--- src/sv/mpe_pkg.sv ---
// Shared constants, widths, codes and types of the midpoint ellipse outline block.
// No dependencies; the other design files refer to this package by scoped names, the bench imports it.
package mpe_pkg;

  localparam int RADIUS_BITS = 12;
  localparam int COORD_BITS  = 16;
  localparam int CANVAS_BITS = 16;
  localparam int COLOR_BITS  = 32;

  localparam int PT_W    = COORD_BITS + 1;
  localparam int XW      = RADIUS_BITS + 1;
  localparam int STEP_W  = RADIUS_BITS + 2;
  localparam int SQ_W    = 2 * RADIUS_BITS;
  localparam int MUL_W   = 2 * RADIUS_BITS + 2;
  localparam int PROD_W  = 2 * MUL_W;
  localparam int SLOPE_W = 3 * RADIUS_BITS + 4;
  localparam int DEC_W   = PROD_W;
  localparam int SUM_W   = COORD_BITS + RADIUS_BITS + 3;

  localparam int CFG_IDX_W = 1;
  localparam logic [CANVAS_BITS-1:0] CANVAS_RESET = CANVAS_BITS'(1024);

  localparam logic CMD_START = 1'b0;
  localparam logic CMD_NEXT  = 1'b1;

  typedef enum logic [CFG_IDX_W-1:0] {
    CFG_CANVAS_W = 1'b0,
    CFG_CANVAS_H = 1'b1
  } cfg_reg_t;

  typedef enum logic [3:0] {
    ST_IDLE,
    ST_SQX,
    ST_SQY,
    ST_RXRY,
    ST_INIT,
    ST_EMIT,
    ST_UPD,
    ST_UPD2,
    ST_M1,
    ST_M2,
    ST_M3,
    ST_M4,
    ST_M5,
    ST_M6
  } state_t;

  typedef struct packed {
    logic load;
    logic neg_x;
    logic neg_y;
    logic last;
  } pt_req_t;

endpackage

--- src/sv/mpe_if.sv ---
// Valid/ready channel interfaces for command beats in and outline point beats out.
// Depends on mpe_pkg for field widths.
interface mpe_in_if;
  logic                                 valid;
  logic                                 ready;
  logic                                 command;
  logic signed [mpe_pkg::COORD_BITS-1:0]  center_x;
  logic signed [mpe_pkg::COORD_BITS-1:0]  center_y;
  logic        [mpe_pkg::RADIUS_BITS-1:0] radius_x;
  logic        [mpe_pkg::RADIUS_BITS-1:0] radius_y;
  logic        [mpe_pkg::COLOR_BITS-1:0]  color;

  modport source (output valid, command, center_x, center_y, radius_x, radius_y, color,
                  input ready);
  modport sink (input valid, command, center_x, center_y, radius_x, radius_y, color,
                output ready);
endinterface

interface mpe_out_if;
  logic                               valid;
  logic                               ready;
  logic signed [mpe_pkg::PT_W-1:0]       point_x;
  logic signed [mpe_pkg::PT_W-1:0]       point_y;
  logic        [mpe_pkg::COLOR_BITS-1:0] point_color;
  logic                               inside_canvas;
  logic                               last_point;

  modport source (output valid, point_x, point_y, point_color, inside_canvas, last_point,
                  input ready);
  modport sink (input valid, point_x, point_y, point_color, inside_canvas, last_point,
                output ready);
endinterface

--- src/sv/mpe_mul.sv ---
// Shared unsigned multiplier with a registered product.
// Depends on mpe_pkg for operand widths.
module mpe_mul (
  input  logic                        clk,
  input  logic [mpe_pkg::MUL_W-1:0]   a,
  input  logic [mpe_pkg::MUL_W-1:0]   b,
  output logic [mpe_pkg::PROD_W-1:0]  p_r
);

  always_ff @(posedge clk) begin
    p_r <= a * b;
  end

endmodule

--- src/sv/mpe_point.sv ---
// Point output stage: mirrors one step point, flags canvas bounds and holds the beat.
// Depends on mpe_pkg and the mpe_out_if interface.
module mpe_point (
  input  logic                                 clk,
  input  logic                                 rst_n,
  input  mpe_pkg::pt_req_t                     req,
  input  logic signed [mpe_pkg::COORD_BITS-1:0]  cx,
  input  logic signed [mpe_pkg::COORD_BITS-1:0]  cy,
  input  logic        [mpe_pkg::XW-1:0]          step_x,
  input  logic signed [mpe_pkg::STEP_W-1:0]      step_y,
  input  logic        [mpe_pkg::COLOR_BITS-1:0]  color,
  input  logic        [mpe_pkg::CANVAS_BITS-1:0] width_lim,
  input  logic        [mpe_pkg::CANVAS_BITS-1:0] height_lim,
  output logic                                 rdy,
  mpe_out_if.source                            out_ch
);

  localparam int SUM_W = mpe_pkg::SUM_W;

  logic signed [SUM_W-1:0] cxe, cye, xe, ye, sx, sy;
  logic                    in_bounds;

  logic                               valid_r;
  logic signed [mpe_pkg::PT_W-1:0]       px_r, py_r;
  logic        [mpe_pkg::COLOR_BITS-1:0] color_r;
  logic                               in_bounds_r, last_r;

  assign cxe = SUM_W'(cx);
  assign cye = SUM_W'(cy);
  assign xe  = $signed(SUM_W'(step_x));
  assign ye  = SUM_W'(step_y);
  assign sx  = req.neg_x ? cxe - xe : cxe + xe;
  assign sy  = req.neg_y ? cye - ye : cye + ye;

  assign in_bounds = !sx[SUM_W-1] && !sy[SUM_W-1] &&
                     (sx[SUM_W-2:0] < (SUM_W-1)'(width_lim)) &&
                     (sy[SUM_W-2:0] < (SUM_W-1)'(height_lim));

  assign rdy = !valid_r || out_ch.ready;

  always_ff @(posedge clk) begin
    if (!rst_n) begin
      valid_r <= 1'b0;
    end else if (rdy) begin
      valid_r <= req.load;
    end
  end

  always_ff @(posedge clk) begin
    if (rdy && req.load) begin
      px_r        <= sx[mpe_pkg::PT_W-1:0];
      py_r        <= sy[mpe_pkg::PT_W-1:0];
      color_r     <= color;
      in_bounds_r <= in_bounds;
      last_r      <= req.last;
    end
  end

  assign out_ch.valid         = valid_r;
  assign out_ch.point_x       = px_r;
  assign out_ch.point_y       = py_r;
  assign out_ch.point_color   = color_r;
  assign out_ch.inside_canvas = in_bounds_r;
  assign out_ch.last_point    = last_r;

endmodule

--- src/sv/midpoint_ellipse_outline_top.sv ---
// Top level of the midpoint ellipse outline generator: sequencer, decision datapath,
// canvas registers. Depends on mpe_pkg, mpe_if, mpe_mul and mpe_point.
//
//   channel  | dir | handshake       | payload
//   in_ch    | in  | valid/ready     | command, center_x/y, radius_x/y, color
//   out_ch   | out | valid/ready     | point_x/y, point_color, inside_canvas, last_point
//   cfg_*    | in  | cfg_we, no wait | cfg_idx, cfg_data (canvas width, height)
//
// A start beat makes three passes through the shared multiplier, then a sum.
// A next beat sends 4 point beats through the single output register, then runs the
// update states UPD and UPD2; the step that enters region 2 adds 5 multiplies and a
// final sum. A next beat with no active outline gives nothing.
// Reset is synchronous: idle, canvas registers at 1024. A stalled out_ch holds the
// sequencer in its emit state and in_ch.ready stays low until the step is done.
module midpoint_ellipse_outline_top (
  input  logic                                  clk,
  input  logic                                  rst_n,
  mpe_in_if.sink                                in_ch,
  mpe_out_if.source                             out_ch,
  input  logic                                  cfg_we,
  input  logic [mpe_pkg::CFG_IDX_W-1:0]         cfg_idx,
  input  logic [mpe_pkg::CANVAS_BITS-1:0]       cfg_data
);

  localparam int R       = mpe_pkg::RADIUS_BITS;
  localparam int XW      = mpe_pkg::XW;
  localparam int STEP_W  = mpe_pkg::STEP_W;
  localparam int SQ_W    = mpe_pkg::SQ_W;
  localparam int MUL_W   = mpe_pkg::MUL_W;
  localparam int PROD_W  = mpe_pkg::PROD_W;
  localparam int SLOPE_W = mpe_pkg::SLOPE_W;
  localparam int DEC_W   = mpe_pkg::DEC_W;

  mpe_pkg::state_t state_r, state_nxt;

  logic        active_r, region_two_r;
  logic [1:0]  idx_r;
  logic        br_r;

  logic        [R-1:0]                   rx_r, ry_r;
  logic signed [mpe_pkg::COORD_BITS-1:0]  cx_r, cy_r;
  logic        [mpe_pkg::COLOR_BITS-1:0]  color_r;
  logic        [SQ_W-1:0]                rxsq_r, rysq_r;
  logic        [XW-1:0]                  step_x_r;
  logic signed [STEP_W-1:0]              step_y_r;
  logic signed [SLOPE_W-1:0]             slope_x_r, slope_y_r;
  logic signed [DEC_W-1:0]               dec_r;
  logic        [mpe_pkg::CANVAS_BITS-1:0] width_lim_r, height_lim_r;

  logic [MUL_W-1:0]  mul_a, mul_b;
  logic [PROD_W-1:0] prod;

  mpe_pkg::pt_req_t pt_req;
  logic             pt_rdy;
  logic             in_ready;

  logic                      start_beat, next_beat;
  logic signed [STEP_W-1:0]  ym1, ym1_abs;
  logic signed [SLOPE_W-1:0] two_rxsq, two_rysq;
  logic signed [DEC_W-1:0]   init_w, init_dec, reg2_w, reg2_dec;
  logic signed [DEC_W-1:0]   dec_r1, dec_r2;
  logic                      dec_neg, dec_pos;

  assign start_beat = in_ch.valid && in_ready && (in_ch.command == mpe_pkg::CMD_START);
  assign next_beat  = in_ch.valid && in_ready && (in_ch.command == mpe_pkg::CMD_NEXT);

  assign ym1     = step_y_r - STEP_W'(1);
  assign ym1_abs = ym1[STEP_W-1] ? -ym1 : ym1;

  assign two_rxsq = $signed(SLOPE_W'({rxsq_r, 1'b0}));
  assign two_rysq = $signed(SLOPE_W'({rysq_r, 1'b0}));

  assign dec_neg = dec_r[DEC_W-1];
  assign dec_pos = !dec_r[DEC_W-1] && (dec_r != '0);

  assign init_w   = $signed(DEC_W'(rysq_r)) - $signed(prod)
                  + $signed(DEC_W'(rxsq_r[SQ_W-1:2]));
  assign init_dec = init_w + DEC_W'(init_w[DEC_W-1] && (rxsq_r[1:0] != 2'b00));

  assign reg2_w   = dec_r - $signed(prod) + $signed(DEC_W'(rysq_r[SQ_W-1:2]));
  assign reg2_dec = reg2_w + DEC_W'(reg2_w[DEC_W-1] && (rysq_r[1:0] != 2'b00));

  assign dec_r1 = dec_r + $signed(DEC_W'(rysq_r)) + DEC_W'(slope_x_r)
                - (br_r ? DEC_W'(slope_y_r) : '0);
  assign dec_r2 = dec_r + $signed(DEC_W'(rxsq_r)) - DEC_W'(slope_y_r)
                + (br_r ? DEC_W'(slope_x_r) : '0);

  mpe_mul u_mul (
    .clk (clk),
    .a   (mul_a),
    .b   (mul_b),
    .p_r (prod)
  );

  mpe_point u_point (
    .clk        (clk),
    .rst_n      (rst_n),
    .req        (pt_req),
    .cx         (cx_r),
    .cy         (cy_r),
    .step_x     (step_x_r),
    .step_y     (step_y_r),
    .color      (color_r),
    .width_lim  (width_lim_r),
    .height_lim (height_lim_r),
    .rdy        (pt_rdy),
    .out_ch     (out_ch)
  );

  assign in_ch.ready = in_ready;

  always_comb begin
    state_nxt = state_r;
    unique case (state_r)
      mpe_pkg::ST_IDLE: begin
        if (start_beat) begin
          state_nxt = mpe_pkg::ST_SQX;
        end else if (next_beat && active_r) begin
          state_nxt = mpe_pkg::ST_EMIT;
        end
      end
      mpe_pkg::ST_SQX:  state_nxt = mpe_pkg::ST_SQY;
      mpe_pkg::ST_SQY:  state_nxt = mpe_pkg::ST_RXRY;
      mpe_pkg::ST_RXRY: state_nxt = mpe_pkg::ST_INIT;
      mpe_pkg::ST_INIT: state_nxt = mpe_pkg::ST_IDLE;
      mpe_pkg::ST_EMIT: begin
        if (pt_rdy && idx_r == 2'd3) begin
          state_nxt = mpe_pkg::ST_UPD;
        end
      end
      mpe_pkg::ST_UPD:  state_nxt = mpe_pkg::ST_UPD2;
      mpe_pkg::ST_UPD2: begin
        if (!region_two_r && slope_x_r >= slope_y_r) begin
          state_nxt = mpe_pkg::ST_M1;
        end else begin
          state_nxt = mpe_pkg::ST_IDLE;
        end
      end
      mpe_pkg::ST_M1:   state_nxt = mpe_pkg::ST_M2;
      mpe_pkg::ST_M2:   state_nxt = mpe_pkg::ST_M3;
      mpe_pkg::ST_M3:   state_nxt = mpe_pkg::ST_M4;
      mpe_pkg::ST_M4:   state_nxt = mpe_pkg::ST_M5;
      mpe_pkg::ST_M5:   state_nxt = mpe_pkg::ST_M6;
      mpe_pkg::ST_M6:   state_nxt = mpe_pkg::ST_IDLE;
      default:          state_nxt = mpe_pkg::ST_IDLE;
    endcase
  end

  always_comb begin
    in_ready     = 1'b0;
    mul_a        = '0;
    mul_b        = '0;
    pt_req.load  = 1'b0;
    pt_req.neg_x = idx_r[0];
    pt_req.neg_y = idx_r[1];
    pt_req.last  = (idx_r == 2'd3) && region_two_r && (step_y_r == '0);
    unique case (state_r)
      mpe_pkg::ST_IDLE: in_ready = 1'b1;
      mpe_pkg::ST_SQX: begin
        mul_a = MUL_W'(rx_r);
        mul_b = MUL_W'(rx_r);
      end
      mpe_pkg::ST_SQY: begin
        mul_a = MUL_W'(ry_r);
        mul_b = MUL_W'(ry_r);
      end
      mpe_pkg::ST_RXRY: begin
        mul_a = MUL_W'(rxsq_r);
        mul_b = MUL_W'(ry_r);
      end
      mpe_pkg::ST_EMIT: pt_req.load = 1'b1;
      mpe_pkg::ST_M1: begin
        mul_a = MUL_W'(step_x_r);
        mul_b = MUL_W'(step_x_r) + MUL_W'(1);
      end
      mpe_pkg::ST_M2: begin
        mul_a = MUL_W'(rysq_r);
        mul_b = prod[MUL_W-1:0];
      end
      mpe_pkg::ST_M3: begin
        mul_a = MUL_W'(unsigned'(ym1_abs));
        mul_b = MUL_W'(unsigned'(ym1_abs));
      end
      mpe_pkg::ST_M4: begin
        mul_a = MUL_W'(rxsq_r);
        mul_b = prod[MUL_W-1:0];
      end
      mpe_pkg::ST_M5: begin
        mul_a = MUL_W'(rxsq_r);
        mul_b = MUL_W'(rysq_r);
      end
      default: begin
        mul_a = '0;
        mul_b = '0;
      end
    endcase
  end

  always_ff @(posedge clk) begin
    if (!rst_n) begin
      state_r      <= mpe_pkg::ST_IDLE;
      active_r     <= 1'b0;
      region_two_r <= 1'b0;
      idx_r        <= 2'd0;
    end else begin
      state_r <= state_nxt;
      if (start_beat) begin
        region_two_r <= 1'b0;
      end
      if (next_beat) begin
        idx_r <= 2'd0;
      end
      if (state_r == mpe_pkg::ST_INIT) begin
        active_r <= (rx_r != '0) && (ry_r != '0);
      end
      if (state_r == mpe_pkg::ST_EMIT && pt_rdy) begin
        idx_r <= idx_r + 2'd1;
      end
      if (state_r == mpe_pkg::ST_UPD2 && region_two_r && step_y_r[STEP_W-1]) begin
        active_r <= 1'b0;
      end
      if (state_r == mpe_pkg::ST_M6) begin
        region_two_r <= 1'b1;
      end
    end
  end

  always_ff @(posedge clk) begin
    case (state_r)
      mpe_pkg::ST_IDLE: begin
        if (start_beat) begin
          rx_r      <= in_ch.radius_x;
          ry_r      <= in_ch.radius_y;
          cx_r      <= in_ch.center_x;
          cy_r      <= in_ch.center_y;
          color_r   <= in_ch.color;
          step_x_r  <= '0;
          step_y_r  <= $signed(STEP_W'(in_ch.radius_y));
          slope_x_r <= '0;
        end
      end
      mpe_pkg::ST_SQY:  rxsq_r <= prod[SQ_W-1:0];
      mpe_pkg::ST_RXRY: rysq_r <= prod[SQ_W-1:0];
      mpe_pkg::ST_INIT: begin
        slope_y_r <= $signed({prod[SLOPE_W-2:0], 1'b0});
        dec_r     <= init_dec;
      end
      mpe_pkg::ST_UPD: begin
        if (!region_two_r) begin
          step_x_r  <= step_x_r + XW'(1);
          slope_x_r <= slope_x_r + two_rysq;
          br_r      <= !dec_neg;
          if (!dec_neg) begin
            step_y_r  <= step_y_r - STEP_W'(1);
            slope_y_r <= slope_y_r - two_rxsq;
          end
        end else begin
          step_y_r  <= step_y_r - STEP_W'(1);
          slope_y_r <= slope_y_r - two_rxsq;
          br_r      <= !dec_pos;
          if (!dec_pos) begin
            step_x_r  <= step_x_r + XW'(1);
            slope_x_r <= slope_x_r + two_rysq;
          end
        end
      end
      mpe_pkg::ST_UPD2: dec_r <= region_two_r ? dec_r2 : dec_r1;
      mpe_pkg::ST_M3:   dec_r <= $signed(prod);
      mpe_pkg::ST_M5:   dec_r <= dec_r + $signed(prod);
      mpe_pkg::ST_M6:   dec_r <= reg2_dec;
      default: begin
      end
    endcase
  end

  always_ff @(posedge clk) begin
    if (!rst_n) begin
      width_lim_r  <= mpe_pkg::CANVAS_RESET;
      height_lim_r <= mpe_pkg::CANVAS_RESET;
    end else if (cfg_we) begin
      unique case (mpe_pkg::cfg_reg_t'(cfg_idx))
        mpe_pkg::CFG_CANVAS_W: width_lim_r  <= cfg_data;
        mpe_pkg::CFG_CANVAS_H: height_lim_r <= cfg_data;
        default:               width_lim_r  <= width_lim_r;
      endcase
    end
  end

endmodule

--- src/flat_wrapper.sv ---
// flat-port wrapper written by rule: the top's interface ports become plain ports
module midpoint_ellipse_outline_top_flat 
  (clk, rst_n, cfg_we, cfg_idx, cfg_data, in_ch_valid, in_ch_command, in_ch_center_x, in_ch_center_y, in_ch_radius_x, in_ch_radius_y, in_ch_color, in_ch_ready, out_ch_valid, out_ch_point_x, out_ch_point_y, out_ch_point_color, out_ch_inside_canvas, out_ch_last_point, out_ch_ready);
  mpe_in_if in_ch_i ();
  mpe_out_if out_ch_i ();
  input  logic clk;
  input  logic rst_n;
  input  logic cfg_we;
  input  logic [mpe_pkg::CFG_IDX_W-1:0] cfg_idx;
  input  logic [mpe_pkg::CANVAS_BITS-1:0] cfg_data;
  input wire logic [$bits(in_ch_i.valid)-1:0] in_ch_valid;
  input wire logic [$bits(in_ch_i.command)-1:0] in_ch_command;
  input wire logic [$bits(in_ch_i.center_x)-1:0] in_ch_center_x;
  input wire logic [$bits(in_ch_i.center_y)-1:0] in_ch_center_y;
  input wire logic [$bits(in_ch_i.radius_x)-1:0] in_ch_radius_x;
  input wire logic [$bits(in_ch_i.radius_y)-1:0] in_ch_radius_y;
  input wire logic [$bits(in_ch_i.color)-1:0] in_ch_color;
  output wire logic [$bits(in_ch_i.ready)-1:0] in_ch_ready;
  output wire logic [$bits(out_ch_i.valid)-1:0] out_ch_valid;
  output wire logic [$bits(out_ch_i.point_x)-1:0] out_ch_point_x;
  output wire logic [$bits(out_ch_i.point_y)-1:0] out_ch_point_y;
  output wire logic [$bits(out_ch_i.point_color)-1:0] out_ch_point_color;
  output wire logic [$bits(out_ch_i.inside_canvas)-1:0] out_ch_inside_canvas;
  output wire logic [$bits(out_ch_i.last_point)-1:0] out_ch_last_point;
  input wire logic [$bits(out_ch_i.ready)-1:0] out_ch_ready;
  assign in_ch_i.valid = in_ch_valid;
  assign in_ch_i.command = in_ch_command;
  assign in_ch_i.center_x = in_ch_center_x;
  assign in_ch_i.center_y = in_ch_center_y;
  assign in_ch_i.radius_x = in_ch_radius_x;
  assign in_ch_i.radius_y = in_ch_radius_y;
  assign in_ch_i.color = in_ch_color;
  assign in_ch_ready = in_ch_i.ready;
  assign out_ch_valid = out_ch_i.valid;
  assign out_ch_point_x = out_ch_i.point_x;
  assign out_ch_point_y = out_ch_i.point_y;
  assign out_ch_point_color = out_ch_i.point_color;
  assign out_ch_inside_canvas = out_ch_i.inside_canvas;
  assign out_ch_last_point = out_ch_i.last_point;
  assign out_ch_i.ready = out_ch_ready;
  midpoint_ellipse_outline_top u_core (.clk(clk), .rst_n(rst_n), .in_ch(in_ch_i), .out_ch(out_ch_i), .cfg_we(cfg_we), .cfg_idx(cfg_idx), .cfg_data(cfg_data));
endmodule
--- config.mk ---
export PLATFORM = sky130hd
export DESIGN_NAME = midpoint_ellipse_outline_top_flat
export DESIGN_NICKNAME = d
export VERILOG_FILES = /design/src/sv/mpe_pkg.sv /design/src/sv/mpe_if.sv /design/src/sv/mpe_mul.sv /design/src/sv/mpe_point.sv /design/src/sv/midpoint_ellipse_outline_top.sv /design/src/flat_wrapper.sv
export SDC_FILE = /design/constraint.sdc
export NUM_CORES = 2
export LEC_CHECK = 0
export BUFFER_PORTS_ARGS = -buffer_cell sky130_fd_sc_hd__buf_2
export CORE_ASPECT_RATIO = 1.4
export CORE_MARGIN = 2
export CORE_UTILIZATION = 45
export DETAILED_ROUTE_END_ITERATION = 8
export PLACE_DENSITY_LB_ADDON = 0.3
export RECOVER_POWER = 100
export SLEW_MARGIN = 30
export SYNTH_ARGS = -nofsm -noshare
export SYNTH_HDL_FRONTEND = slang
export SYNTH_SLANG_ARGS = --single-unit
--- constraint.sdc ---
create_clock -name clk -period 15.15 [get_ports clk]
set_clock_uncertainty 0.1 [all_clocks]
set_input_delay 0.7575 -clock clk [delete_from_list [all_inputs] [get_ports clk]]
set_output_delay 0.7575 -clock clk [all_outputs]
set_load 0.05 [all_outputs]
After elaboration in Yosys (flattened, before gate mapping)
Index checks and enable logic that the tools add are counted.

word-level totals
  ROM bits = 0
  bits in writable memories = 0
  word-level logic and storage cells = 161
  latch bits = 0
  memories kept = 0
  flip-flop bits (word level) = 457
  output and inout bits = 70
  bits of input ports = 111

operators by class
  eq/ne operators = 19
  shift-type cells = 0
  bitwise operators = 3
  mux-type cells = 36
  divide/modulo/power cells = 0
  magnitude comparators = 3
  reduce and logical (&&, ||, !) cells = 49
  multiply operators = 1
  $add $sub $neg = 24

operator list
  operator            number
  $pmux 52 s5         1
  $mux 40             5
  $pmux 40 s2         2
  $add 52x52->52      3
  $mux 52             3
  $pmux 26 s6         1
  $sub 52x52->52      3
  $pmux 24 s6         1
  $add 52x1->52       2
  $add 52x23->52      2
  $add 52x24->52      2
  $mux 31             2
  $lt 30x16->1        2
  $mux 14             4
  $reduce_bool 52->1  1
  $sub 25x52->52      1
  $mul 24x26->50      1
  $pmux 4 s12         1
  $add 40x26->40      1
  $ge 40x40->1        1
  $sub 40x26->40      1
  $mux 13             3
  $add 16x14->17      2
  $sub 16x14->17      2
  other kinds (32)    88

Longest topological paths before layout
  depth in word-level cells = 8
  gate-level depth with buffers = 40
  gate-level depth less buffers = 38

By module
Synthesis repeated with hierarchy kept, for this count alone.

second synthesis, totals
  cell total of the unflattened synthesis = 7983
  area, all modules = 69666.8 um^2

modules (own cells, without submodules)
  module                        instances  cells each  area an instance (um^2)
  midpoint_ellipse_outline_top  1          4913        41237.0
  mpe_mul                       1          2598        23471.3
  mpe_point                     1          472         4958.5

Least setup slack after synthesis
OpenSTA, ideal clock, no wires.

  kind = reg-to-reg
  start point = register u_core.state_r[0]
  end point = register u_core.slope_x_r[10], enable pin
  path slack = 3.011 ns
  cell stages (with the launch flop) = 7
  required time = 14.588 ns
  data arrival time = 11.578 ns
  period minus slack after synthesis = 12.139 ns
  cell sequence = dfxtp_1 clkbuf_1 buf_1 nor4_1 nor3b_1 nor2_1 nor2_1

between the ends
  cells in the longest elaborated chain, start to end = 6
  elaborated cells on any way between the ends = 9
  classes of those cells = eq/ne: 3; mux: 1; reduce/logical: 5

RTL lines
  what                               RTL line                             text
  start, declared                    midpoint_ellipse_outline_top.sv:34   mpe_pkg::state_t state_r, state_nxt;
  start signal, assigned             midpoint_ellipse_outline_top.sv:201  state_r <= mpe_pkg::ST_IDLE;
  start signal, assigned             midpoint_ellipse_outline_top.sv:206  state_r <= state_nxt;
  $logic_not 4->1                    midpoint_ellipse_outline_top.sv:157  unique case (state_r)
  $mux 1                             midpoint_ellipse_outline_top.sv:157
  net in_ch_ready                    flat_wrapper.sv:18                   output wire logic [$bits(in_ch_i.ready)-1:0] in_ch_ready;
  $logic_and 1x1->1 (2 in a row)     midpoint_ellipse_outline_top.sv:64   assign start_beat = in_ch.valid && in_ready && (in_ch.command == mpe_pkg::CMD_START);
  $ne 2x1->1 (no source line)        n/a
  $reduce_and 3->1 (no source line)  n/a
  end signal, assigned               midpoint_ellipse_outline_top.sv:251  slope_x_r <= slope_x_r + two_rysq;
  end signal, assigned               midpoint_ellipse_outline_top.sv:263  slope_x_r <= slope_x_r + two_rysq;
  end, declared                      midpoint_ellipse_outline_top.sv:46   logic signed [SLOPE_W-1:0] slope_x_r, slope_y_r;

The timed path passes the listed nets, and every way through them passes these cells.
A chain may end at the register's enable or synchronous reset.

Worst setup path after layout
  start point = register u_core.state_r[1]
  end point = register u_core.u_mul.p_r[46] (netlist bit)

between the ends
  cells in the longest elaborated chain, start to end = 4
  elaborated cells on any way between the ends = 14
  classes of those cells = mul: 1; eq/ne: 8; mux: 2; reduce/logical: 3

RTL lines
  what                                                                 RTL line                             text
  $eq 4x4->1 or $eq 4x2->1 (tied branches)                             midpoint_ellipse_outline_top.sv:157
  $reduce_or 3->1 (no source line) or $reduce_or 2->1 (tied branches)  n/a
  $pmux 24 s6 or $pmux 26 s6 (tied branches)                           midpoint_ellipse_outline_top.sv:157
  $mul 24x26->50 *                                                     mpe_mul.sv:11                        p_r <= a * b;
  end signal, assigned                                                 mpe_mul.sv:11
  end, declared                                                        mpe_mul.sv:7                         output logic [mpe_pkg::PROD_W-1:0] p_r

Every way passes the cells marked *; elsewhere a longest branch is shown, timed or not.

==> out/metrics.cfg <==
[run_status]
status = finished with violations
violations = max-capacitance violations, max-slew violations

[setup_path]
worstSetupStartpointType = register
critical_path.top_delay_family = adder cells
r2r_start = u_core.state_r[1]$_SDFFE_PN0P_
worstSetupPathType = register to register
timing.rr.end = u_core.u_mul.p_r[46]$_DFF_P_
endpoint_kind = register
crit_path_max_incr_delay_ns = 1.53
crit_top_cell = fa_1
crit_buf_inv = 7
crit_required_ns = 15.57
reg2reg_slack_ns = 3.11
cp.depth = 32
cp-endpoint = u_core.u_mul.p_r[46]$_DFF_P_
crit_path_start = u_core.state_r[1]$_SDFFE_PN0P_
critPathSlowestCell = clkbuf_1
ff2ff_path_depth = 32
cp_data_arrival_time_ns = 12.46
path_max_fanout = 37

[die]
dieWidth_um = 331
die_h_um = 461
coreArea_um2 = 148000
dieArea_um2 = 153000
num_rows = 167
io_pins = 181
initial_utilization_pct = 45.4

[clock_tree]
hold_buffers = 0
root_buffer = clkbuf_16
clkTransAtPathRegs_ns = 0.07
numCtsBuffers = 51
ctsResizeCount = 0
cts_tree = yes
cts.path.max_buffers = 3
clk-insertion-delay-late_ns = 0.70
post-cts-setup-buffers = 0
cts_sinks = 453
htree_levels = 2

[power]
p_sw_uw = 3260
power_uw = 6940
comb_power_share_pct = 57.7
swShare_pct = 47.0
clockPowerShare_pct = 19.1
powerDensity_nw_per_um2 = 96.2
p_leak_uw = 0.0328
vdd_ir_drop_max_mv = 0.0862
internal_power_uw = 3670
seqPwrFrac_pct = 23.3

[timing]
setup_tns_ns = 0
fmax_mhz = 83.0
max_slew.worst_pin.slew_ns = 3.92
relSlewSlack_pct = -161
period_share_pct = 79.5
setup_violations = 0
rsz0062_at_grt = false
fin_crit_ns = 12.04
finalHoldViolations = 0
timing.final.max_slew_violations = 502

[logic_synthesis]
ys_dominant_reg_cell = edfxtp_1
seq_area_frac_synth_pct = 18.9
ys_seq_elements = 453
yosysTopAreaCell = fa_1
yosysWarnings = 0
async_flop_share_pct = 0
synth_top_area_share_pct = 21.5
synth_cell_types = 98
synth_area_um2 = 67200
synth_most_common_cell = inv_1
syn_inst = 7848
synthTopCellsByArea = fa_1, edfxtp_1, ha_1
synth_common_cells = inv_1, nand2_1, fa_1
avgSynthCellArea_um2 = 8.57
synth_edf_count = 362
syn-num-nets = 9356

[placement]
place.gp.congestion = 0.999
dpl_cell_area_um2 = 70600
hpwl_mm = 198
place.port_buffers = 180

[route]
postRouteAntennaNets = 0
wl_per_cell_um = 24.4
via_per_inst = 5.93
via_count = 58792
drc_errors = 0
first_pass_iters = 9
drt_iter0_drc = 5372
wl_mm = 242

[layout]
nets = 9441
drive_above_1_share_pct = 4.46
syn_to_final_growth_pct = 7.30
finish.instance_area_um2 = 72100

[global_routing]
use_met2_pct = 53.1
top_usage_layer = met2
track_usage_pct = 31.7
grt_pass1_wl_mm = 365
grt_start_max_net_pins = 79
grt_use_met3_pct = 3.88
grt_overflow = 0
grt_pass1_vias = 59838
antenna_found_initial = 4
met1_usage_pct = 39.8

[worst_hold_path]
hold_class = input pin to register

[run]
drv_cap = 10

-- metrics by stage --
stage | util (%) | hold WS (ns) | setup slack (ns) | cells
after floorplan | - | 0.300 | 3.01 | 7848
after global placement | 47.6 | 0.300 | 4.30 | 9822
after detailed placement | 47.7 | 0.305 | 4.24 | 9823
after CTS | 48.9 | 0.110 | 4.15 | 9918
after global routing | 48.7 | 0.130 | 2.41 | 9920
final | 48.7 | 0.145 | 3.11 | 9920
-- worst min-delay path by stage --
| stage | start | end | cells past startpoint |
|---|---|---|---|
| after detailed placement | u_core.color_r[12]$_DFFE_PP_ | u_core.u_point.out_ch.point_color[12]$_DFFE_PP_ | 0 |
| final | in_ch_center_x[0] | u_core.cx_r[0]$_DFFE_PP_ | 1 |
| after floorplan | u_core.color_r[0]$_DFFE_PP_ | u_core.u_point.out_ch.point_color[0]$_DFFE_PP_ | 0 |
| after CTS | in_ch_center_x[0] | u_core.cx_r[0]$_DFFE_PP_ | 1 |
| after global placement | u_core.color_r[1]$_DFFE_PP_ | u_core.u_point.out_ch.point_color[1]$_DFFE_PP_ | 0 |
| after global routing | in_ch_center_x[0] | u_core.cx_r[0]$_DFFE_PP_ | 1 |
-- logic make-up (layout without fill, tap and decap cells) --
family	Yosys count	in the layout	share of synthesized area (%)
fa+ha+maj	1397	1397	34.1
mux	25	25	0.380
flops	453	453	18.9
xor+xnor	467	467	6.10
other cells	0	2	0
compound gates	1603	1603	15.8
simple gates	2289	2289	15.7
buf+inv	1614	1741	9.05
-- metal layers --
layer  vias up  part of all wire (%)
li1      26515                     -
met5         -                0.0050
met4         2                   6.3
met1     29153                    39
met3       599                   7.3
met2      2523                    47
-- cells in the final DEF (no fill, tap or decap), drive strengths merged, types with 37 or more instances in the layout --
master and count:
fa 721, o21ai 314, nor2b 54, xnor2 333
a21boi 58, clkbuf 180, dfxtp 91, a31oi 61
nor2 611, a211oi 45, o211ai 59, nor4 61
and2 102, o21bai 45, o31ai 40, a21o 191
or3 37, nand2b 48, a22oi 50, ha 676
and3 78, a222oi 39, o21a 43, buf 189
inv 1348, nand2 868, nand4 84, xor2 134
edfxtp 362, nand3 138, nor3 121, a21oi 407
-- power groups by stage --
| stage | Sequential (uW) | Combinational, uW | Clock [uW] |
|---|---|---|---|
| 2_1_floorplan | 1600 | 2840 | 0 |
| 3_3_place_gp | 1630 | 3860 | 0 |
| 3_5_place_dp | 1630 | 3900 | 0 |
| 4_1_cts | 1600 | 3930 | 1350 |
| 5_1_grt | 1620 | 4380 | 1380 |
| 6_report | 1610 | 4000 | 1320 |
-- area by class of cell --
class	count	area, um2
Tap cell	1943	2430
Inverter	1342	5040
Antenna cell	2	5.00
Fill cell	14310	76000
Clock inverter	30	334
Clock buffer	65	1440
Multi-Input combinational cell	5781	48600
Timing Repair Buffer	304	1620
Sequential cell	453	12700
-- registers in the layout, indices dropped and copies added, names as in the netlist, 17 cells and up --
register / count
u_core.slope_x_r: 39
u_core.rxsq_r: 24
u_core.slope_y_r: 39
u_core.u_point.out_ch.point_color: 32
u_core.rysq_r: 24
u_core.dec_r: 52
u_core.u_point.out_ch.point_x: 17
u_core.u_point.out_ch.point_y: 17
u_core.u_mul.p_r: 50
u_core.color_r: 32
-- worst reg2reg max path: cells and delay by family, from the launching register on --
| kind | cells | cell delay [ns] |
|---|---|---|
| buffers and inverters | 7 | 2.82 |
| AOI/OAI and AO/OA | 11 | 3.05 |
| DFF | 1 | 0.81 |
| xor gates and xnor gates | 1 | 0.17 |
| adders and majority gates | 8 | 3.95 |
| and+or+nand+nor | 5 | 0.99 |
(Power assumes the default switching activity.)
